==> src/rtl/core/jcmi_pkg.sv <==
// jcmi_pkg: shared codes, constants and control/status structs for the
// comment marker inserter; used by jcmi_ctrl, jcmi_dp and the top level
`default_nettype none

package jcmi_pkg;

  // command codes carried on the input tuser
  localparam logic [1:0] CMD_START  = 2'd0;
  localparam logic [1:0] CMD_COMMENT = 2'd1;
  localparam logic [1:0] CMD_JPEG   = 2'd2;
  localparam logic [1:0] CMD_END    = 2'd3;

  // status codes carried on the output tuser
  localparam logic [2:0] ST_DATA     = 3'd0;
  localparam logic [2:0] ST_END      = 3'd1;
  localparam logic [2:0] ST_NOT_JPEG = 3'd2;
  localparam logic [2:0] ST_SOS      = 3'd3;
  localparam logic [2:0] ST_LENGTH   = 3'd4;
  localparam logic [2:0] ST_EARLY    = 3'd5;

  // marker bytes
  localparam logic [7:0] BYTE_FF  = 8'hFF;
  localparam logic [7:0] MARK_SOI = 8'hD8;
  localparam logic [7:0] MARK_EOI = 8'hD9;
  localparam logic [7:0] MARK_SOS = 8'hDA;
  localparam logic [7:0] MARK_COM = 8'hFE;
  localparam logic [7:0] MARK_DHT = 8'hC4;
  localparam logic [7:0] MARK_JPG = 8'hC8;
  localparam logic [7:0] MARK_DAC = 8'hCC;
  localparam logic [3:0] SOF_HI   = 4'hC;

  // output byte source
  typedef enum logic [3:0] {
    OSEL_IN,
    OSEL_BYTE,
    OSEL_HOLD,
    OSEL_FF,
    OSEL_SOI,
    OSEL_COM,
    OSEL_LEN_HI,
    OSEL_LEN_LO,
    OSEL_MEM,
    OSEL_ZERO
  } osel_e;

  typedef struct packed {
    logic       accept;
    logic       clear_comment;
    logic       append_comment;
    logic       load_hold;
    logic       load_seg;
    logic       dec_seg;
    logic       set_drop;
    logic       clr_drop;
    logic       rd_start;
    logic       rd_next;
    logic       out_load;
    osel_e      out_sel;
    logic [2:0] out_status;
    logic       out_last;
  } ctrl_cmd_t;

  typedef struct packed {
    logic out_free;
    logic comment_empty;
    logic dropping;
    logic len_bad_in;
    logic seg_zero_in;
    logic len_bad_q;
    logic seg_last;
    logic body_done;
    logic is_ff;
    logic is_soi;
    logic is_sof_eoi;
    logic is_sos;
    logic is_com;
  } dp_sts_t;

endpackage

`default_nettype wire

==> src/rtl/core/jcmi_dp.sv <==
// jcmi_dp: datapath of the comment marker inserter: comment memory, length
// and segment counters, byte classification and the output register
// depends on jcmi_pkg
`default_nettype none

module jcmi_dp
  import jcmi_pkg::*;
#(
  parameter int COMMENT_DEPTH = 56
) (
  input  wire logic       clk_i,
  input  wire logic       rst_ni,
  input  wire logic [7:0] s_axis_tdata_i,
  input  wire ctrl_cmd_t  cmd_i,
  output dp_sts_t         sts_o,
  output logic            m_axis_tvalid_o,
  input  wire logic       m_axis_tready_i,
  output logic [7:0]      m_axis_tdata_o,
  output logic [2:0]      m_axis_tuser_o,
  output logic            m_axis_tlast_o
);

  localparam int CW = $clog2(COMMENT_DEPTH + 1);
  localparam int AW = (COMMENT_DEPTH > 1) ? $clog2(COMMENT_DEPTH) : 1;

  logic [7:0]    mem [COMMENT_DEPTH];
  logic [7:0]    rdata_q;
  logic [CW-1:0] count_q, count_d;
  logic [CW-1:0] idx_q, idx_d;
  logic [7:0]    hold_q;
  logic [7:0]    byte_q;
  logic [15:0]   seg_q, seg_d;
  logic          drop_q, drop_d;
  logic          out_valid_q, out_valid_d;
  logic [7:0]    out_data_q;
  logic [2:0]    out_user_q;
  logic          out_last_q;
  logic          comment_full;
  logic [15:0]   com_len;
  logic [AW-1:0] rd_addr;
  logic [7:0]    out_byte;

  assign comment_full = (count_q == CW'(COMMENT_DEPTH));
  assign com_len      = 16'(count_q) + 16'd2;
  assign rd_addr      = cmd_i.rd_start ? '0 : idx_q[AW-1:0];

  // comment memory
  always_ff @(posedge clk_i) begin
    if (cmd_i.append_comment && !comment_full) begin
      mem[count_q[AW-1:0]] <= s_axis_tdata_i;
    end
    if (cmd_i.rd_start || cmd_i.rd_next) begin
      rdata_q <= mem[rd_addr];
    end
  end

  always_comb begin
    count_d = count_q;
    if (cmd_i.clear_comment) begin
      count_d = '0;
    end else if (cmd_i.append_comment && !comment_full) begin
      count_d = count_q + CW'(1);
    end
    idx_d = idx_q;
    if (cmd_i.rd_start) begin
      idx_d = CW'(1);
    end else if (cmd_i.rd_next) begin
      idx_d = idx_q + CW'(1);
    end
    seg_d = seg_q;
    if (cmd_i.load_seg) begin
      seg_d = {hold_q, s_axis_tdata_i} - 16'd2;
    end else if (cmd_i.dec_seg) begin
      seg_d = seg_q - 16'd1;
    end
    drop_d = drop_q;
    if (cmd_i.set_drop) begin
      drop_d = 1'b1;
    end else if (cmd_i.clr_drop) begin
      drop_d = 1'b0;
    end
  end

  always_ff @(posedge clk_i or negedge rst_ni) begin
    if (!rst_ni) begin
      count_q <= '0;
      idx_q   <= '0;
      seg_q   <= '0;
      drop_q  <= 1'b0;
      hold_q  <= '0;
    end else begin
      count_q <= count_d;
      idx_q   <= idx_d;
      seg_q   <= seg_d;
      drop_q  <= drop_d;
      if (cmd_i.load_hold) begin
        hold_q <= s_axis_tdata_i;
      end
    end
  end

  always_ff @(posedge clk_i) begin
    if (cmd_i.accept) begin
      byte_q <= s_axis_tdata_i;
    end
  end

  // output register
  always_comb begin
    unique case (cmd_i.out_sel)
      OSEL_IN:     out_byte = s_axis_tdata_i;
      OSEL_BYTE:   out_byte = byte_q;
      OSEL_HOLD:   out_byte = hold_q;
      OSEL_FF:     out_byte = BYTE_FF;
      OSEL_SOI:    out_byte = MARK_SOI;
      OSEL_COM:    out_byte = MARK_COM;
      OSEL_LEN_HI: out_byte = com_len[15:8];
      OSEL_LEN_LO: out_byte = com_len[7:0];
      OSEL_MEM:    out_byte = rdata_q;
      OSEL_ZERO:   out_byte = '0;
      default:     out_byte = '0;
    endcase
  end

  always_comb begin
    out_valid_d = out_valid_q;
    if (cmd_i.out_load) begin
      out_valid_d = 1'b1;
    end else if (m_axis_tready_i) begin
      out_valid_d = 1'b0;
    end
  end

  always_ff @(posedge clk_i or negedge rst_ni) begin
    if (!rst_ni) begin
      out_valid_q <= 1'b0;
    end else begin
      out_valid_q <= out_valid_d;
    end
  end

  always_ff @(posedge clk_i) begin
    if (cmd_i.out_load) begin
      out_data_q <= out_byte;
      out_user_q <= cmd_i.out_status;
      out_last_q <= cmd_i.out_last;
    end
  end

  assign m_axis_tvalid_o = out_valid_q;
  assign m_axis_tdata_o  = out_data_q;
  assign m_axis_tuser_o  = out_user_q;
  assign m_axis_tlast_o  = out_last_q;

  // status toward the controller
  always_comb begin
    sts_o.out_free      = !out_valid_q || m_axis_tready_i;
    sts_o.comment_empty = (count_q == '0);
    sts_o.dropping      = drop_q;
    sts_o.len_bad_in    = (hold_q == '0) && (s_axis_tdata_i < 8'd2);
    sts_o.seg_zero_in   = (hold_q == '0) && (s_axis_tdata_i == 8'd2);
    sts_o.len_bad_q     = (hold_q == '0) && (byte_q < 8'd2);
    sts_o.seg_last      = (seg_q == 16'd1);
    sts_o.body_done     = (idx_q == count_q);
    sts_o.is_ff         = (s_axis_tdata_i == BYTE_FF);
    sts_o.is_soi        = (s_axis_tdata_i == MARK_SOI);
    sts_o.is_sof_eoi    = (s_axis_tdata_i == MARK_EOI) ||
                          ((s_axis_tdata_i[7:4] == SOF_HI) &&
                           (s_axis_tdata_i != MARK_DHT) &&
                           (s_axis_tdata_i != MARK_JPG) &&
                           (s_axis_tdata_i != MARK_DAC));
    sts_o.is_sos        = (s_axis_tdata_i == MARK_SOS);
    sts_o.is_com        = (s_axis_tdata_i == MARK_COM);
  end

`ifndef SYNTHESIS
  a_rd_in_range: assert property (@(posedge clk_i) disable iff (!rst_ni)
    cmd_i.rd_next |-> (idx_q < count_q))
    else $error("comment read past stored count");
`endif

endmodule

`default_nettype wire

==> src/rtl/core/jcmi_ctrl.sv <==
// jcmi_ctrl: marker parser and result sequencer of the comment marker
// inserter; drives the datapath through ctrl_cmd_t, depends on jcmi_pkg
`default_nettype none

module jcmi_ctrl
  import jcmi_pkg::*;
(
  input  wire logic       clk_i,
  input  wire logic       rst_ni,
  input  wire logic       s_axis_tvalid_i,
  output logic            s_axis_tready_o,
  input  wire logic [1:0] s_axis_tuser_i,
  input  wire dp_sts_t    sts_i,
  output ctrl_cmd_t       cmd_o
);

  // parse phases
  localparam logic [3:0] PH_FIRST0     = 4'd0;
  localparam logic [3:0] PH_FIRST1_OK  = 4'd1;
  localparam logic [3:0] PH_FIRST1_BAD = 4'd2;
  localparam logic [3:0] PH_SEEK_FF    = 4'd3;
  localparam logic [3:0] PH_MARKER     = 4'd4;
  localparam logic [3:0] PH_LEN_HI     = 4'd5;
  localparam logic [3:0] PH_LEN_LO     = 4'd6;
  localparam logic [3:0] PH_BODY       = 4'd7;
  localparam logic [3:0] PH_PASS       = 4'd8;
  localparam logic [3:0] PH_HALT       = 4'd9;

  // sequencer states
  localparam logic [3:0] SQ_IDLE     = 4'd0;
  localparam logic [3:0] SQ_SOI      = 4'd1;
  localparam logic [3:0] SQ_MARK     = 4'd2;
  localparam logic [3:0] SQ_COM_FE   = 4'd3;
  localparam logic [3:0] SQ_COM_LH   = 4'd4;
  localparam logic [3:0] SQ_COM_LL   = 4'd5;
  localparam logic [3:0] SQ_COM_BODY = 4'd6;
  localparam logic [3:0] SQ_FF2      = 4'd7;
  localparam logic [3:0] SQ_LOBYTE   = 4'd8;
  localparam logic [3:0] SQ_STAT     = 4'd9;

  logic [3:0] phase_q, phase_d;
  logic [3:0] seq_q, seq_d;
  logic       accept;

  assign s_axis_tready_o = (seq_q == SQ_IDLE) && sts_i.out_free;
  assign accept          = s_axis_tvalid_i && s_axis_tready_o;

  always_comb begin
    phase_d        = phase_q;
    seq_d          = seq_q;
    cmd_o          = '0;
    cmd_o.out_sel  = OSEL_ZERO;
    cmd_o.accept   = accept;

    unique case (seq_q)
      SQ_IDLE: begin
        if (accept) begin
          unique case (s_axis_tuser_i)
            CMD_START: begin
              phase_d             = PH_FIRST0;
              cmd_o.clear_comment = 1'b1;
              cmd_o.clr_drop      = 1'b1;
            end
            CMD_COMMENT: begin
              cmd_o.append_comment = 1'b1;
            end
            CMD_END: begin
              if (phase_q != PH_HALT) begin
                cmd_o.out_load = 1'b1;
                cmd_o.out_last = 1'b1;
                if (phase_q == PH_PASS) begin
                  cmd_o.out_status = ST_END;
                end else if (phase_q == PH_FIRST0 || phase_q == PH_FIRST1_OK ||
                             phase_q == PH_FIRST1_BAD) begin
                  cmd_o.out_status = ST_NOT_JPEG;
                end else begin
                  cmd_o.out_status = ST_EARLY;
                end
                phase_d = PH_HALT;
              end
            end
            CMD_JPEG: begin
              unique case (phase_q)
                PH_FIRST0: begin
                  phase_d = sts_i.is_ff ? PH_FIRST1_OK : PH_FIRST1_BAD;
                end
                PH_FIRST1_OK, PH_FIRST1_BAD: begin
                  cmd_o.out_load = 1'b1;
                  if (phase_q == PH_FIRST1_BAD || !sts_i.is_soi) begin
                    cmd_o.out_status = ST_NOT_JPEG;
                    cmd_o.out_last   = 1'b1;
                    phase_d          = PH_HALT;
                  end else begin
                    cmd_o.out_sel = OSEL_FF;
                    seq_d         = SQ_SOI;
                    phase_d       = PH_SEEK_FF;
                  end
                end
                PH_SEEK_FF: begin
                  if (sts_i.is_ff) begin
                    phase_d = PH_MARKER;
                  end
                end
                PH_MARKER: begin
                  priority if (sts_i.is_ff) begin
                    phase_d = PH_MARKER;
                  end else if (sts_i.is_sof_eoi) begin
                    cmd_o.out_load = 1'b1;
                    cmd_o.out_sel  = OSEL_FF;
                    seq_d          = sts_i.comment_empty ? SQ_MARK : SQ_COM_FE;
                    phase_d        = PH_PASS;
                  end else if (sts_i.is_sos) begin
                    cmd_o.out_load   = 1'b1;
                    cmd_o.out_status = ST_SOS;
                    cmd_o.out_last   = 1'b1;
                    phase_d          = PH_HALT;
                  end else if (sts_i.is_com) begin
                    cmd_o.set_drop = 1'b1;
                    phase_d        = PH_LEN_HI;
                  end else begin
                    cmd_o.clr_drop = 1'b1;
                    cmd_o.out_load = 1'b1;
                    cmd_o.out_sel  = OSEL_FF;
                    seq_d          = SQ_MARK;
                    phase_d        = PH_LEN_HI;
                  end
                end
                PH_LEN_HI: begin
                  cmd_o.load_hold = 1'b1;
                  phase_d         = PH_LEN_LO;
                end
                PH_LEN_LO: begin
                  cmd_o.load_seg = 1'b1;
                  if (!sts_i.dropping) begin
                    cmd_o.out_load = 1'b1;
                    cmd_o.out_sel  = OSEL_HOLD;
                    seq_d          = SQ_LOBYTE;
                  end else if (sts_i.len_bad_in) begin
                    cmd_o.out_load   = 1'b1;
                    cmd_o.out_status = ST_LENGTH;
                    cmd_o.out_last   = 1'b1;
                  end
                  if (sts_i.len_bad_in) begin
                    phase_d = PH_HALT;
                  end else if (sts_i.seg_zero_in) begin
                    phase_d = PH_SEEK_FF;
                  end else begin
                    phase_d = PH_BODY;
                  end
                end
                PH_BODY: begin
                  cmd_o.dec_seg = 1'b1;
                  if (!sts_i.dropping) begin
                    cmd_o.out_load = 1'b1;
                    cmd_o.out_sel  = OSEL_IN;
                    cmd_o.out_last = 1'b1;
                  end
                  if (sts_i.seg_last) begin
                    phase_d = PH_SEEK_FF;
                  end
                end
                PH_PASS: begin
                  cmd_o.out_load = 1'b1;
                  cmd_o.out_sel  = OSEL_IN;
                  cmd_o.out_last = 1'b1;
                end
                default: begin
                  phase_d = phase_q;
                end
              endcase
            end
            default: begin
              phase_d = phase_q;
            end
          endcase
        end
      end
      SQ_SOI: begin
        if (sts_i.out_free) begin
          cmd_o.out_load = 1'b1;
          cmd_o.out_sel  = OSEL_SOI;
          cmd_o.out_last = 1'b1;
          seq_d          = SQ_IDLE;
        end
      end
      SQ_MARK: begin
        if (sts_i.out_free) begin
          cmd_o.out_load = 1'b1;
          cmd_o.out_sel  = OSEL_BYTE;
          cmd_o.out_last = 1'b1;
          seq_d          = SQ_IDLE;
        end
      end
      SQ_COM_FE: begin
        if (sts_i.out_free) begin
          cmd_o.out_load = 1'b1;
          cmd_o.out_sel  = OSEL_COM;
          seq_d          = SQ_COM_LH;
        end
      end
      SQ_COM_LH: begin
        if (sts_i.out_free) begin
          cmd_o.out_load = 1'b1;
          cmd_o.out_sel  = OSEL_LEN_HI;
          seq_d          = SQ_COM_LL;
        end
      end
      SQ_COM_LL: begin
        if (sts_i.out_free) begin
          cmd_o.out_load = 1'b1;
          cmd_o.out_sel  = OSEL_LEN_LO;
          cmd_o.rd_start = 1'b1;
          seq_d          = SQ_COM_BODY;
        end
      end
      SQ_COM_BODY: begin
        if (sts_i.out_free) begin
          cmd_o.out_load = 1'b1;
          cmd_o.out_sel  = OSEL_MEM;
          if (sts_i.body_done) begin
            seq_d = SQ_FF2;
          end else begin
            cmd_o.rd_next = 1'b1;
          end
        end
      end
      SQ_FF2: begin
        if (sts_i.out_free) begin
          cmd_o.out_load = 1'b1;
          cmd_o.out_sel  = OSEL_FF;
          seq_d          = SQ_MARK;
        end
      end
      SQ_LOBYTE: begin
        if (sts_i.out_free) begin
          cmd_o.out_load = 1'b1;
          cmd_o.out_sel  = OSEL_BYTE;
          cmd_o.out_last = !sts_i.len_bad_q;
          seq_d          = sts_i.len_bad_q ? SQ_STAT : SQ_IDLE;
        end
      end
      SQ_STAT: begin
        if (sts_i.out_free) begin
          cmd_o.out_load   = 1'b1;
          cmd_o.out_status = ST_LENGTH;
          cmd_o.out_last   = 1'b1;
          seq_d            = SQ_IDLE;
        end
      end
      default: begin
        seq_d = SQ_IDLE;
      end
    endcase
  end

  always_ff @(posedge clk_i or negedge rst_ni) begin
    if (!rst_ni) begin
      phase_q <= PH_FIRST0;
      seq_q   <= SQ_IDLE;
    end else begin
      phase_q <= phase_d;
      seq_q   <= seq_d;
    end
  end

`ifndef SYNTHESIS
  a_body_has_comment: assert property (@(posedge clk_i) disable iff (!rst_ni)
    (seq_q == SQ_COM_BODY) |-> !sts_i.comment_empty)
    else $error("comment body sequence with empty comment");

  a_load_when_free: assert property (@(posedge clk_i) disable iff (!rst_ni)
    cmd_o.out_load |-> sts_i.out_free)
    else $error("output register overwritten");

  a_halt_silent: assert property (@(posedge clk_i) disable iff (!rst_ni)
    (phase_q == PH_HALT && seq_q == SQ_IDLE) |-> !cmd_o.out_load)
    else $error("result produced while halted");
`endif

endmodule

`default_nettype wire

==> src/rtl/core/jpeg_comment_marker_inserter.sv <==
// jpeg_comment_marker_inserter: top level of the comment marker inserter
// instantiates jcmi_ctrl and jcmi_dp, depends on jcmi_pkg
`default_nettype none

// Comment bytes (tuser 1) are stored first, then JPEG bytes (tuser 2) are
// parsed and rewritten; tuser 0 starts a new stream and tuser 3 ends it. The
// output carries rewritten bytes with status 0, or one status word with tlast.
// Every result passes through a single output register, one result per
// cycle while the receiver takes them. A command yields one result or
// none, but a marker pair yields FF and the marker, the header check FF D8,
// a kept length pair both bytes plus a status if under two, and the marker
// that triggers insertion FF FE, the length, the comment memory read out
// one entry per cycle, FF and the marker. Input is held off while a
// multi-result item is emitted or the output register is full and not taken.

module jpeg_comment_marker_inserter
  import jcmi_pkg::*;
#(
  parameter int COMMENT_DEPTH = 56
) (
  input  wire logic       clk_i,
  input  wire logic       rst_ni,
  input  wire logic       s_axis_tvalid_i,
  output logic            s_axis_tready_o,
  input  wire logic [7:0] s_axis_tdata_i,   // data_byte
  input  wire logic [1:0] s_axis_tuser_i,   // command
  output logic            m_axis_tvalid_o,
  input  wire logic       m_axis_tready_i,
  output logic [7:0]      m_axis_tdata_o,   // out_byte
  output logic [2:0]      m_axis_tuser_o,   // status
  output logic            m_axis_tlast_o
);

  ctrl_cmd_t cmd;
  dp_sts_t   sts;

  jcmi_ctrl u_ctrl (
    .clk_i           (clk_i),
    .rst_ni          (rst_ni),
    .s_axis_tvalid_i (s_axis_tvalid_i),
    .s_axis_tready_o (s_axis_tready_o),
    .s_axis_tuser_i  (s_axis_tuser_i),
    .sts_i           (sts),
    .cmd_o           (cmd)
  );

  jcmi_dp #(
    .COMMENT_DEPTH (COMMENT_DEPTH)
  ) u_dp (
    .clk_i           (clk_i),
    .rst_ni          (rst_ni),
    .s_axis_tdata_i  (s_axis_tdata_i),
    .cmd_i           (cmd),
    .sts_o           (sts),
    .m_axis_tvalid_o (m_axis_tvalid_o),
    .m_axis_tready_i (m_axis_tready_i),
    .m_axis_tdata_o  (m_axis_tdata_o),
    .m_axis_tuser_o  (m_axis_tuser_o),
    .m_axis_tlast_o  (m_axis_tlast_o)
  );

endmodule

`default_nettype wire

==> config.mk <==
export PLATFORM = sky130hd
export DESIGN_NAME = jpeg_comment_marker_inserter
export DESIGN_NICKNAME = d
export VERILOG_FILES = /design/src/rtl/core/jcmi_pkg.sv /design/src/rtl/core/jcmi_dp.sv /design/src/rtl/core/jcmi_ctrl.sv /design/src/rtl/core/jpeg_comment_marker_inserter.sv
export SDC_FILE = /design/constraint.sdc
export NUM_CORES = 1
export LEC_CHECK = 0
export BUFFER_PORTS_ARGS = -buffer_cell sky130_fd_sc_hd__buf_2
export CAP_MARGIN = 25
export CORE_MARGIN = 2
export CORE_UTILIZATION = 40
export DETAILED_ROUTE_END_ITERATION = 6
export GPL_ROUTABILITY_DRIVEN = 0
export PLACE_DENSITY = 0.52
export SLEW_MARGIN = 25
export SYNTH_ARGS = -nofsm -noshare
export SYNTH_HDL_FRONTEND = slang
export SYNTH_HIERARCHICAL = 1
export SYNTH_SLANG_ARGS = --single-unit
==> constraint.sdc <==
create_clock -name clk_i -period 3.9 [get_ports clk_i]
set_input_delay 0.39 -clock clk_i [delete_from_list [all_inputs] [get_ports clk_i]]
set_output_delay 0.39 -clock clk_i [all_outputs]
set_load 0.005 [all_outputs]
=== Word level (Yosys, flattened, before mapping) ===
Memory sizes are Yosys's and may differ from the RTL's. A register that Yosys moved wholly into a read port is not among the register bits.
Cells that the tools add are included.

* Flip-flop bits (word level): 66
* Memory bits (writable): 448
* Bits of input ports: 14
* Output and inout bits: 14
* Memories: 1

{| class="wikitable"
|+ Memories
! name !! depth !! width !! rd ports !! clocked after Yosys merged registers in !! write ports !! RTL line !! text
|-
| u_dp.mem || 56 || 8 || 1 || 1 || 1 || jcmi_dp.sv:26 || <nowiki>logic [7:0] mem [COMMENT_DEPTH];</nowiki>
|}

* Add/sub/neg operators: 5
* $lt $le $gt $ge: 2
* Equality and inequality tests: 62
* Multiplexer cells: 111
* Reductions and logical operators: 37

{| class="wikitable"
|+ Operator list
! operator !! number
|-
| 4-bit 2-to-1 mux || 34
|-
| 5-bit 2-to-1 mux || 16
|-
| 8-bit case mux with 9 select lines || 1
|-
| 4-bit case mux with 8 select lines || 2
|-
| 4-bit by 3-bit equality test with 1-bit output, second input constant || 12
|-
| 8-bit equality test, second input constant || 5
|-
| 6-bit 2-to-1 mux || 6
|-
| 16-bit 2-to-1 mux || 2
|-
| 4-bit case mux with 7 select lines || 1
|-
| 5-bit case mux with 5 select lines || 1
|-
| 4-bit by 2-bit equality test with 1-bit output, second input constant || 6
|-
| 1-bit 2-to-1 mux || 24
|-
| 8-bit != test, second input constant || 3
|-
| 4-bit case mux with 3 select lines || 2
|-
| 4-bit equality test, second input constant || 5
|-
| 9-bit 2-to-1 mux || 2
|-
| 2-bit by 1-bit != test with 1-bit output, second input constant || 9
|-
| 16-bit by 1-bit equality test with 1-bit output, second input constant || 1
|-
| 8-bit by 2-bit less-than comparator with 1-bit output, second input constant || 2
|-
| 4-bit != test, second input constant || 4
|-
| 16-bit AND reduction || 1
|-
| 16-bit by 1-bit subtractor with 16-bit output, second input constant || 1
|-
| 16-bit by 2-bit subtractor with 16-bit output, second input constant || 1
|-
| 3-bit 2-to-1 mux || 5
|-
| other kinds (33) || 71
|}

=== Logic depth before layout (Yosys ltp) ===
Gate-level depths: netlist of the first run.

* Depth after elaboration: 20
* Mapped depth: 16
* Depth with buffers taken out: 15

=== Cells and area by module ===
Netlist of the first run, hierarchy kept.

{| class="wikitable"
|+ Modules (own cells, without submodules)
! module !! instances !! cells each !! area an instance (µm²) !! sequential area each (µm²)
|-
| jcmi_dp || 1 || 1447 || 21695.8 || 15244.6
|-
| jcmi_ctrl || 1 || 190 || 1300.0 || 200.2
|}

=== Worst setup path before layout of the first run ===
Ideal clock, no wire load.

* Path type: in2reg
* Start point: in s_axis_tdata_i[4]
* End point: reg u_dp.out_data_q[5] (netlist: u_dp/m_axis_tdata_o[5]), data pin
* Setup time: 0.269 ns
* Arrival time: 3.190 ns
* Path slack: 0.441 ns
* Stages on the path: 13
* Path buffers: 2
* Cells stage by stage: clkbuf_1 > nand4_1 > or3_1 > nor2_1 > a31oi_1 > o21ai_0 > o21ba_2 > o32a_1 > o21ai_0 > clkbuf_1 > mux2_2 > o21ai_0 > o21ai_0

{| class="wikitable"
|+ RTL lines
! item !! RTL line !! text
|-
| start, declared || jpeg_comment_marker_inserter.sv:25 || <nowiki>input wire logic [7:0] s_axis_tdata_i,</nowiki>
|-
| end signal, assigned || jcmi_dp.sv:144 || <nowiki>out_data_q <= out_byte;</nowiki>
|-
| end, declared || jcmi_dp.sv:35 || <nowiki>logic [7:0] out_data_q;</nowiki>
|}

==> implementation parameters, run 1 <==
Parameter                              Value

Global route
  Number of antenna violations at the first check in global routing ... 3
  Final global-route overflow total ... 0
  First-pass GRT wire length ... 93.9 mm
  Vias in the first global route ... 14,100
  Overall global routing resource usage ... 21.1%
  Maximum number of pins on one net before global-route repair ... 65

Placed design
  Port-buffer cells ... 27
  HPWL after detailed placement ... 40.9 mm
  Setup WS pre-CTS ... 229 ps

Setup path
  R2r endpoint ... u_dp/m_axis_tdata_o[1]
  CP dominant cell by count ... sky130_fd_sc_hd__o21ai_0
  Kind of critical path ... register to register
  Reg-to-reg critical path startpoint ... u_ctrl/phase_q[2]
  Register-to-register path setup slack ... 640 ps
  Largest delay share family, worst path ... compound AO/OA/AOI/OAI gates
  Slowest cell delay on critical path ... 690 ps
  Cell breakdown of the critical path ... nor4b_1 -> o21ai_1 -> o21ai_0 -> nor3_1 -> o21ai_0 -> nor2b_1 -> and3_1 -> a222oi_1 -> o211ai_1
  Total buffers and inverters traversed by the critical path ... 0
  Crit end category ... register
  Largest fanout on the critical path ... 18
  Startpoint types ... register
  Arrival time worst endpoint ... 3600 ps
  FF-to-FF path depth ... 9
  Required time of the critical path ... 4240 ps
  Highest-delay cell along the critical path ... sky130_fd_sc_hd__dfrtp_1

CTS
  Htree depth ... 2
  Clock latency at the later pin of the worst-skew pair ... 620 ps
  Clock Path Buffers ... 3
  Clock transition at path regs ... 60 ps
  Post-cts gate resize count ... 0
  TritonCTS clock tree ... done
  Clock buffer count from CTS ... 57
  Library cell used as clock root buffer ... sky130_fd_sc_hd__clkbuf_16
  CTS sink count ... 522

Timing
  Timing-limited maximum frequency ... 307 MHz
  Final hold violation count ... 0
  Final slew viol count ... 0
  Max transition margin ... 31.5%
  Portion of the clock cycle consumed by the worst path in the final layout ... 83.6%
  Final critical delay including setup and external delays ... 3260 ps
  Final sum of negative setup slack ... 0 ps
  Worst clock skew ... 28.0 ps
  Unrepaired setup endpoints after global routing ... no
  Count of final setup violators ... 0
  Final setup slack of the worst path ... 639 ps
  Transition time at the pin with the least slew margin ... 1020 ps

Yosys
  Part of the Yosys area used for sequential elements ... 67.2%
  Cell count after synthesis ... 1,637
  Number of enable flip-flop cells after synthesis ... 476
  Count of synthesis-stage warnings from yosys ... 6
  Yosys top cell area share ... 62.2%
  Cell type contributing the most total cell area after synthesis ... sky130_fd_sc_hd__edfxtp_1
  Post-Syn Nets ... 1,661
  Synthesized area divided by synthesized cell count ... 14.0 um^2
  Top area cells in the synthesized netlist ... sky130_fd_sc_hd__edfxtp_1 (62%), sky130_fd_sc_hd__dfrtp_1 (5.0%), sky130_fd_sc_hd__mux2i_1 (3.8%)
  Dominant synthesized flop cell ... sky130_fd_sc_hd__edfxtp_1
  Share of synthesized registers carrying an async set or reset ... 8.81%
  Cell area after technology mapping ... 0.0230 mm^2
  Synthesized flop and latch total ... 522
  Yosys cell types ... 79

Worst hold path
  Worst hold path class ... primary input to register
  Hold Path Depth ... 3
  Capture endpoint of the worst hold path ... u_ctrl/phase_q[3]
  Worst Hold Launch ... s_axis_tuser_i[1]

Routing
  DR vias/cell ... 5.71
  # DRC ... 0
  Number of nets with antenna violations after detailed routing ... 0
  Total via count after detailed routing ... 14,500
  Detailed-router iteration count before antenna repair ... 5
  Routed WL ... 62.8 mm
  Avg WL per Cell ... 24.8 um
  1st-iter DRT viols ... 1,350

Power and ir drop
  Peak supply drop ... 0.370 mV
  PD cells ... 627 mW/mm^2
  Power Total ... 0.0165 W
  Static leakage ... 9.05 nW

Floorplan
  Number of core rows ... 87
  Io pins ... 28
  Area of the core ... 0.0566 mm^2
  Floorplan die height ... 244 um
  Die X-Extent ... 244 um
  Effective utilization at floorplan ... 40.6%
  Die area ... 0.0594 mm^2

Layout
  Proportion of layout cells with a drive suffix above 1 ... 18.4%
  Fin nets ... 1,758
  Finished Core Util ... 46.5%
  Most common cell after layout, fill and taps aside ... sky130_fd_sc_hd__edfxtp_1
  Most frequent cells in the layout ... sky130_fd_sc_hd__edfxtp_1 (476), sky130_fd_sc_hd__nor2_1 (118), sky130_fd_sc_hd__buf_4 (117), sky130_fd_sc_hd__mux2i_1 (87), sky130_fd_sc_hd__nand2_1 (85)
  Layout Area Growth over Synthesis ... 14.4%

Status
  Run status ... finished, final reports clean

Job
  Reported max-cap violation count ... 0
[what timing repair did]
action                    in CTS  in global routing
hold buffers                   1                  0
buffers inserted               0                  0
hold endpoints to repair      26                  0
[state kept, by name, indices dropped and copies added, names as in the netlist]
register	count
u_dp/idx_q	6
u_dp/m_axis_tvalid_o	1
u_dp/seg_q	16
u_dp/m_axis_tdata_o	8
u_ctrl/seq_q	4
u_dp/rdata_q	8
u_dp/m_axis_tlast_o	1
u_dp/mem	448
u_dp/drop_q	1
u_dp/m_axis_tuser_o	3
u_dp/byte_q	8
u_dp/count_q	6
u_dp/hold_q	8
u_ctrl/phase_q	4
[worst register-to-register path: stages (launching register included)]
cell                       delay (ps)
sky130_fd_sc_hd__dfrtp_1          690
sky130_fd_sc_hd__nor4b_1          450
sky130_fd_sc_hd__o21ai_1          200
sky130_fd_sc_hd__o21ai_0          110
sky130_fd_sc_hd__nor3_1            70
sky130_fd_sc_hd__o21ai_0          670
sky130_fd_sc_hd__nor2b_1          140
sky130_fd_sc_hd__and3_1           270
sky130_fd_sc_hd__a222oi_1         250
sky130_fd_sc_hd__o211ai_1         140
[stage by stage]
step                      area (um^2)  cells  hold slack (ps)
after floorplan                 23000   1637             94.4
after global placement          24500   2430              468
after detailed placement        24500   2430              467
after CTS                       26300   2535              161
after global routing            26300   2535              196
final                           26300   2536              197
[cell type report]
class / count / area (um^2)
Multi-Input combinational cell: 968 / 6900
Tap cell: 756 / 946
Inverter: 36 / 135
Fill cell: 5062 / 30300
Clock buffer: 70 / 1500
Antenna cell: 1 / 2.50
Clock inverter: 34 / 279
Timing Repair Buffer: 149 / 1100
Sequential cell: 522 / 15500
[cells by family after synthesis]
family | share of synthesized area [%]
buf+inv | 2.91
simple gates | 9.92
mux | 7.21
compound gates | 10.6
flops | 67.2
xor+xnor | 1.68
fa+ha+maj | 0.544
[synthesized netlist by cell type, types with 15 or more instances]
cell,count
sky130_fd_sc_hd__edfxtp_1,476
sky130_fd_sc_hd__nor2_1,118
sky130_fd_sc_hd__mux2i_1,87
sky130_fd_sc_hd__nand2_1,85
sky130_fd_sc_hd__o21ai_0,55
sky130_fd_sc_hd__clkbuf_1,53
sky130_fd_sc_hd__dfrtp_1,46
sky130_fd_sc_hd__o22ai_1,43
sky130_fd_sc_hd__a21oi_1,36
sky130_fd_sc_hd__mux2_2,36
sky130_fd_sc_hd__inv_1,35
sky130_fd_sc_hd__a221oi_1,34
sky130_fd_sc_hd__nand2b_1,34
sky130_fd_sc_hd__buf_2,33
sky130_fd_sc_hd__nor3_1,33
sky130_fd_sc_hd__a31oi_1,29
sky130_fd_sc_hd__nor2b_1,27
sky130_fd_sc_hd__o211ai_1,26
sky130_fd_sc_hd__xnor2_1,24
sky130_fd_sc_hd__nand3_1,23
sky130_fd_sc_hd__xor2_1,20
sky130_fd_sc_hd__mux4_2,17
sky130_fd_sc_hd__nor4_1,17
sky130_fd_sc_hd__o221ai_1,16
sky130_fd_sc_hd__nand3b_1,15
[how the worst max path moves through the flow]
stage                       from                      to  slack [ps]  cells past startpoint
3_5_place_dp   s_axis_tdata_i[3]  u_dp/m_axis_tdata_o[1]         230                     15
2_1_floorplan  s_axis_tdata_i[4]  u_dp/m_axis_tdata_o[5]         440                     13
3_3_place_gp   s_axis_tdata_i[3]  u_dp/m_axis_tdata_o[1]         330                     15
5_1_grt        u_ctrl/phase_q[2]  u_dp/m_axis_tdata_o[0]         360                     10
4_1_cts        u_ctrl/phase_q[2]  u_dp/m_axis_tdata_o[1]         680                      9
6_report       u_ctrl/phase_q[2]  u_dp/m_axis_tdata_o[1]         640                      9
[power by group]
part           internal, W  total [W]  switching (W)  leakage (nW)
clock network      0.00298    0.00514        0.00217         0.871
logic              0.00186    0.00462        0.00276          3.26
registers          0.00637    0.00673       0.000355          4.92
total               0.0112     0.0165        0.00528          9.05
[layer usage]
metal / wire, um / vias up / share of wire [%] / global-route usage, %
met1: 29100 / 7361 / 46 / 31.0
met2: 28900 / 451 / 46 / 33.3
met3: 3710 / 80 / 5.9 / 3.33
li1: - / 6577 / - / -
met4: 1060 / 0 / 1.7 / 4.38
met5: 0 / - / 0 / 0
No activity file was read; power rests on OpenSTA's default activity.
==> inputs of run 2 (changes only) <==
--- a/config.mk
+++ b/config.mk
@@ -11,7 +11,7 @@
 export CORE_UTILIZATION = 40
 export DETAILED_ROUTE_END_ITERATION = 6
 export GPL_ROUTABILITY_DRIVEN = 0
-export PLACE_DENSITY = 0.52
+export PLACE_DENSITY = 0.54
 export SLEW_MARGIN = 25
 export SYNTH_ARGS = -nofsm -noshare
 export SYNTH_HDL_FRONTEND = slang
==> constraint.sdc (replaced) <==
create_clock -name clk_i -period 2.8 [get_ports clk_i]
set_input_delay 0.28 -clock clk_i [delete_from_list [all_inputs] [get_ports clk_i]]
set_output_delay 0.28 -clock clk_i [all_outputs]
set_load 0.005 [all_outputs]
==> run 2 against run 1 <==
The flow now finishes with violations (setup timing). Wire length is 2.3% higher. Die area did not move. Register-to-register slack got worse by 670 ps. Final cell count is 5.1% higher. Clock-buffer cell count fell by 6. Utilization grew 2.8 points. Sequential share of layout area is 3.3 points lower. First-iteration DRC count rose by 15%. Final area is 6.0% higher. Largest cell class unchanged. Highest routed layer is now met5.
==> implementation parameters, run 2 (synthesis gave the netlist of run 1 again) <==
Parameter                              Value

Floorplan
  Effective utilization at floorplan ... 40.6%
  Io pins ... 28
  Die X-Extent ... 244 um
  Number of core rows ... 87
  Die area ... 0.0594 mm^2
  Area of the core ... 0.0566 mm^2
  Floorplan die height ... 244 um

Placed design
  Port-buffer cells ... 27
  Number of cells after detailed placement ... 2,545
  HPWL after detailed placement ... 42.8 mm
  Setup WS pre-CTS ... -612 ps

Setup path
  Reg-to-reg critical path startpoint ... u_dp/m_axis_tvalid_o
  Startpoint types ... register
  Kind of critical path ... register to register
  Worst setup path endpoint ... u_dp/rdata_q[4]
  CP Launch Point ... u_dp/m_axis_tvalid_o
  Required time of the critical path ... 3150 ps
  R2r endpoint ... u_dp/rdata_q[4]
  Arrival time worst endpoint ... 3180 ps
  FF-to-FF path depth ... 12
  Register-to-register path setup slack ... -30 ps
  Largest fanout on the critical path ... 5
  Crit end category ... register

Power and ir drop
  Static leakage ... 9.85 nW
  PD cells ... 881 mW/mm^2
  Peak supply drop ... 0.461 mV

Timing
  Final hold violation count ... 0
  Max transition margin ... 51.6%
  Timing-limited maximum frequency ... 353 MHz
  Final slew viol count ... 0
  Portion of the clock cycle consumed by the worst path in the final layout ... 101%
  Post-route worst hold slack ... 97.0 ps
  Worst clock skew ... 17.7 ps
  Unrepaired setup endpoints after global routing ... yes
  Transition time at the pin with the least slew margin ... 725 ps
  Count of final setup violators ... 1
  Final critical delay including setup and external delays ... 2830 ps
  Final setup slack of the worst path ... -32.4 ps

Routing
  Uppermost layer routed ... met5
  # DRC ... 0
  Detailed-router iteration count before antenna repair ... 6
  Avg WL per Cell ... 24.1 um
  Met1 Routed Length ... 29.0 mm
  Number of nets with antenna violations after detailed routing ... 0
  DR vias/cell ... 5.63
  Met3 wire length ... 4.11 mm
  1st-iter DRT viols ... 1,554
  Met2 wire len ... 29.4 mm
  Total via count after detailed routing ... 15,000
  Routed WL ... 64.2 mm

CTS
  CTS sink count ... 522
  Library cell used as clock root buffer ... sky130_fd_sc_hd__clkbuf_16
  Clock transition at path regs ... 60 ps
  TritonCTS clock tree ... done
  Clock buffer count from CTS ... 56
  Htree depth ... 2
  Clock latency at the later pin of the worst-skew pair ... 620 ps
  Clock Path Buffers ... 3

Global route
  First-pass GRT wire length ... 95.4 mm
  Overall global routing resource usage ... 21.3%
  Number of antenna violations at the first check in global routing ... 2
  Vias in the first global route ... 14,800
  Maximum number of pins on one net before global-route repair ... 51
  Final global-route overflow total ... 0

Worst hold path
  Worst hold path class ... primary input to register

Layout
  Most frequent cells in the layout ... sky130_fd_sc_hd__edfxtp_1 (476), sky130_fd_sc_hd__buf_4 (230), sky130_fd_sc_hd__nor2_1 (113), sky130_fd_sc_hd__mux2i_1 (86), sky130_fd_sc_hd__nand2_1 (83)
  Diode insertion count for antenna repair ... 0
  Largest register FFs ... 448
  Fin nets ... 1,889
  Most common cell after layout, fill and taps aside ... sky130_fd_sc_hd__edfxtp_1
  Layout Area Growth over Synthesis ... 21.3%
  Proportion of layout cells with a drive suffix above 1 ... 26.6%
  Post-route insts no fill ... 2,665

Status
  Run status ... complete, but fails checks
  Violations in the final reports ... setup timing

Job
  Reported max-cap violation count ... 0
-- run 2: cell types whose count changed in the layout (fill, tap and decap cells not counted), sizes merged, moves of 2 or more --
| cell | delta |
|---|---|
| inv | +2 |
| buf | +128 |
| bufinv | +4 |
| clkbuf | -3 |
| clkinvlp | +2 |
| clkinv | -4 |
-- run 2: per-layer routing --
metal  vias to the layer above  GRT usage, %
met4                         2          5.77
li1                       6824             -
met3                       104          3.80
met1                      7590          30.2
met5                         -             0
met2                       490          33.7
-- run 2: stage by stage --
stage / power [W] / util [%] / cell area (um^2) / setup TNS, ps
after global routing: 0.0257 / 49.3 / 27900 / -1490
final: 0.0246 / 49.3 / 27900 / -32.4
after floorplan: 0.0139 / - / 23100 / -1250
after CTS: 0.0243 / 48.6 / 27500 / -60.3
after global placement: 0.0167 / 45.2 / 25600 / -5640
after detailed placement: 0.0167 / 45.2 / 25600 / -6800
-- run 2: where the power goes --
part / switching [W] / internal, W
registers: 0.000240 / 0.00888
clock network: 0.00306 / 0.00440
logic: 0.00453 / 0.00347
total: 0.00783 / 0.0167
-- run 2: worst min-delay path by stage --
stage	depth (start not counted)	start	to
2_1_floorplan	0	rst_ni	u_ctrl/phase_q[0]
3_3_place_gp	1	rst_ni	u_dp/seg_q[6]
3_5_place_dp	1	rst_ni	u_dp/seg_q[6]
4_1_cts	2	s_axis_tdata_i[2]	u_dp/mem[24][2]
5_1_grt	2	s_axis_tdata_i[2]	u_dp/mem[24][2]
6_report	2	s_axis_tdata_i[2]	u_dp/mem[28][2]
-- run 2: repair_timing --
item / 4_1_cts / 5_1_grt
resized for setup: 11 / 55
endpoints found under the hold margin: 30 / 0
setup buffers: 0 / 14
pin swaps: 0 / 20
hold buffers: 2 / 0
cloned: 0 / 3
setup endpoints to repair: 8 / 34
-- run 2: critical path, cell delays in order, from the launching register on --
cell and delay [ps]:
sky130_fd_sc_hd__dfrtp_1 370, sky130_fd_sc_hd__nand2b_1 90, sky130_fd_sc_hd__and2b_1 160, sky130_fd_sc_hd__nand2_2 80
sky130_fd_sc_hd__nor3b_4 220, sky130_fd_sc_hd__buf_6 140, sky130_fd_sc_hd__buf_12 130, sky130_fd_sc_hd__nand2b_4 180
sky130_fd_sc_hd__buf_12 150, sky130_fd_sc_hd__mux4_2 500, sky130_fd_sc_hd__mux2i_2 210, sky130_fd_sc_hd__o32a_1 250
sky130_fd_sc_hd__o31ai_2 80
-- run 2: layout make-up --
class | instances | area (um^2)
inverter | 36 | 135
multi-input combinational | 968 | 7210
clock inverter | 38 | 409
timing repair buffer | 281 | 2300
fill | 4927 | 28700
tap | 756 | 946
sequential | 522 | 15500
clock buffer | 64 | 1430
==> inputs of run 3 (changes only) <==
--- a/config.mk
+++ b/config.mk
@@ -7,7 +7,7 @@
 export LEC_CHECK = 0
 export BUFFER_PORTS_ARGS = -buffer_cell sky130_fd_sc_hd__buf_2
 export CAP_MARGIN = 25
-export CORE_MARGIN = 2
+export CORE_MARGIN = 10
 export CORE_UTILIZATION = 40
 export DETAILED_ROUTE_END_ITERATION = 6
 export GPL_ROUTABILITY_DRIVEN = 0
==> constraint.sdc (replaced) <==
create_clock -name clk_i -period 2.5 [get_ports clk_i]
set_input_delay 0.25 -clock clk_i [delete_from_list [all_inputs] [get_ports clk_i]]
set_output_delay 0.25 -clock clk_i [all_outputs]
set_load 0.005 [all_outputs]
==> run 3 against run 2 <==
Final area increased by 3.9%. Non-clock buffer count increased by 42. Largest cell class unchanged. Via count increased by 1.4%. Clock-buffer cell count decreased by 1. Highest routed layer unchanged. Final cell count increased by 1.5%. Fmax increased by 2.6%. Utilization increased by 1.9 points. Clock power increased by 7.9%. The run ends with DRC, setup timing left. Combinational power increased by 23%.
==> implementation parameters, run 3 (synthesis gave the netlist of run 1 again) <==
Parameter                              Value

Floorplan
  Io pins ... 28
  Floorplan die height ... 260 um
  Die X-Extent ... 260 um
  Die area ... 0.0675 mm^2
  Area of the core ... 0.0566 mm^2
  Effective utilization at floorplan ... 40.6%
  Number of core rows ... 87

Setup path
  Highest-delay cell along the critical path ... sky130_fd_sc_hd__or4_4
  R2r endpoint ... u_dp/m_axis_tdata_o[3]
  Largest delay share family, worst path ... simple AND/OR/NAND/NOR gates
  Total buffers and inverters traversed by the critical path ... 1
  Path length in cells of the critical path ... 9
  Crit end category ... register
  CP dominant cell by count ... sky130_fd_sc_hd__or3_4
  FF-to-FF path depth ... 9
  Largest fanout on the critical path ... 13
  Slowest cell delay on critical path ... 540 ps
  Startpoint types ... register
  Reg-to-reg critical path startpoint ... u_dp/hold_q[3]
  Cell breakdown of the critical path ... or4_4 -> or3_4 -> or3_4 -> nor2_4 -> o21ai_2 -> a31oi_1 -> o21bai_1 -> a22oi_2 -> buf_12
  Register-to-register path setup slack ... -260 ps
  CP Launch Point ... u_dp/hold_q[3]
  Required time of the critical path ... 2810 ps
  Arrival time worst endpoint ... 3070 ps
  Kind of critical path ... register to register
  Worst setup path endpoint ... u_dp/m_axis_tdata_o[3]

Global route
  Overall global routing resource usage ... 19.2%
  Vias in the first global route ... 15,300
  Final global-route overflow total ... 0
  Maximum number of pins on one net before global-route repair ... 64
  Number of antenna violations at the first check in global routing ... 3
  First-pass GRT wire length ... 98.3 mm

Layout
  Layout Area Growth over Synthesis ... 26.0%
  Multi-input gate area ... 0.00780 mm^2
  Most frequent cells in the layout ... sky130_fd_sc_hd__edfxtp_1 (476), sky130_fd_sc_hd__buf_4 (240), sky130_fd_sc_hd__nand2_1 (82), sky130_fd_sc_hd__mux2i_1 (82), sky130_fd_sc_hd__nor2_1 (78)
  Register cell area after layout ... 0.0155 mm^2
  Number of fill cells in the layout ... 4,781
  Largest register FFs ... 448
  Fin nets ... 1,929
  Post-route insts no fill ... 2,705
  Proportion of layout cells with a drive suffix above 1 ... 32.6%
  Finished Core Util ... 51.2%
  Most common cell after layout, fill and taps aside ... sky130_fd_sc_hd__edfxtp_1

Timing
  Final hold violation count ... 0
  Unrepaired setup endpoints after global routing ... yes
  Final slew viol count ... 0
  Final critical delay including setup and external delays ... 2760 ps
  Worst clock skew ... 11.3 ps
  Final setup slack of the worst path ... -260 ps
  Max transition margin ... 42.6%
  Count of final setup violators ... 33
  Portion of the clock cycle consumed by the worst path in the final layout ... 110%
  Timing-limited maximum frequency ... 362 MHz
  Post-route worst hold slack ... 63.3 ps
  Transition time at the pin with the least slew margin ... 861 ps

Routing
  DR vias/cell ... 5.63
  # DRC ... 1
  Total via count after detailed routing ... 15,200
  Avg WL per Cell ... 24.3 um
  Number of nets with antenna violations after detailed routing ... 0
  Routed WL ... 65.8 mm
  1st-iter DRT viols ... 1,280
  Detailed-router iteration count before antenna repair ... 7

Worst hold path
  Worst hold path class ... primary input to register

Status
  Run status ... complete, but fails checks
  Violations in the final reports ... DRC, setup timing

Power and ir drop
  PD cells ... 970 mW/mm^2
  Static leakage ... 10.2 nW
  Peak supply drop ... 0.577 mV

Placed design
  HPWL after detailed placement ... 44.2 mm
  Port-buffer cells ... 27
  Number of cells after detailed placement ... 2,584

CTS
  Htree depth ... 2
  Clock latency at the later pin of the worst-skew pair ... 600 ps
  Clock Path Buffers ... 3
  Clock buffer count from CTS ... 54
  Clock transition at path regs ... 60 ps
  Library cell used as clock root buffer ... sky130_fd_sc_hd__clkbuf_16
  CTS sink count ... 522
  TritonCTS clock tree ... done

Job
  Reported max-cap violation count ... 0
run 3: final cells by class:
| cell class | instances | area share, % |
|---|---|---|
| tap | 756 | 3.27 |
| timing repair buffer | 323 | 9.89 |
| sequential | 522 | 53.3 |
| clock buffer | 63 | 4.85 |
| antenna | 1 | 0.00864 |
| multi-input combinational | 968 | 26.9 |
| clock inverter | 36 | 1.22 |
| inverter | 36 | 0.466 |
run 3: metrics by stage:
| stage | cell area [um^2] | TNS (ps) | setup WS (ps) | total power, W |
|---|---|---|---|---|
| after floorplan | 23400 | -12030 | -382 | 0.0157 |
| after global placement | 26400 | -21690 | -674 | 0.0192 |
| after detailed placement | 26400 | -19800 | -697 | 0.0193 |
| after CTS | 28600 | -6130 | -311 | 0.0279 |
| after global routing | 29000 | -10420 | -361 | 0.0293 |
| final | 29000 | -6540 | -260 | 0.0281 |
run 3: worst min path at each step:
stage	from	end	slack (ps)	cells after the start
after CTS	s_axis_tdata_i[5]	u_dp/mem[5][5]	20	2
final	s_axis_tdata_i[5]	u_dp/mem[5][5]	60	2
after floorplan	rst_ni	u_ctrl/phase_q[0]	-50	0
after detailed placement	rst_ni	u_dp/drop_q	400	1
after global placement	rst_ni	u_ctrl/phase_q[2]	400	1
after global routing	s_axis_tdata_i[5]	u_dp/mem[5][5]	30	2
run 3: what timing repair did:
item                                    CTS  global route
pin swaps                                30            39
gates resized for setup                  87            72
endpoints found under the hold margin    30             0
endpoints found under the setup margin  294           332
hold buffers                              1             0
setup buffers                            13            14
run 3: routing by layer:
metal	vias up	share of wire [%]	track usage, %
met5	-	0.020	0
met1	7708	43	26.0
met3	118	5.8	2.87
met2	486	48	31.1
met4	2	3.1	6.63
li1	6910	-	-
run 3: worst reg2reg max path, cell delays in order, from the launching register on:
cell	delay, ps
sky130_fd_sc_hd__dfrtp_1	370
sky130_fd_sc_hd__or4_4	540
sky130_fd_sc_hd__or3_4	350
sky130_fd_sc_hd__or3_4	400
sky130_fd_sc_hd__nor2_4	150
sky130_fd_sc_hd__o21ai_2	60
sky130_fd_sc_hd__a31oi_1	140
sky130_fd_sc_hd__o21bai_1	100
sky130_fd_sc_hd__a22oi_2	180
sky130_fd_sc_hd__buf_12	180
run 3: power breakdown:
group / total [W] / leakage [nW] / switching [W] / internal, W
registers: 0.0102 / 4.91 / 0.000244 / 0.00994
clock network: 0.00804 / 0.859 / 0.00331 / 0.00473
logic: 0.00988 / 4.38 / 0.00546 / 0.00442
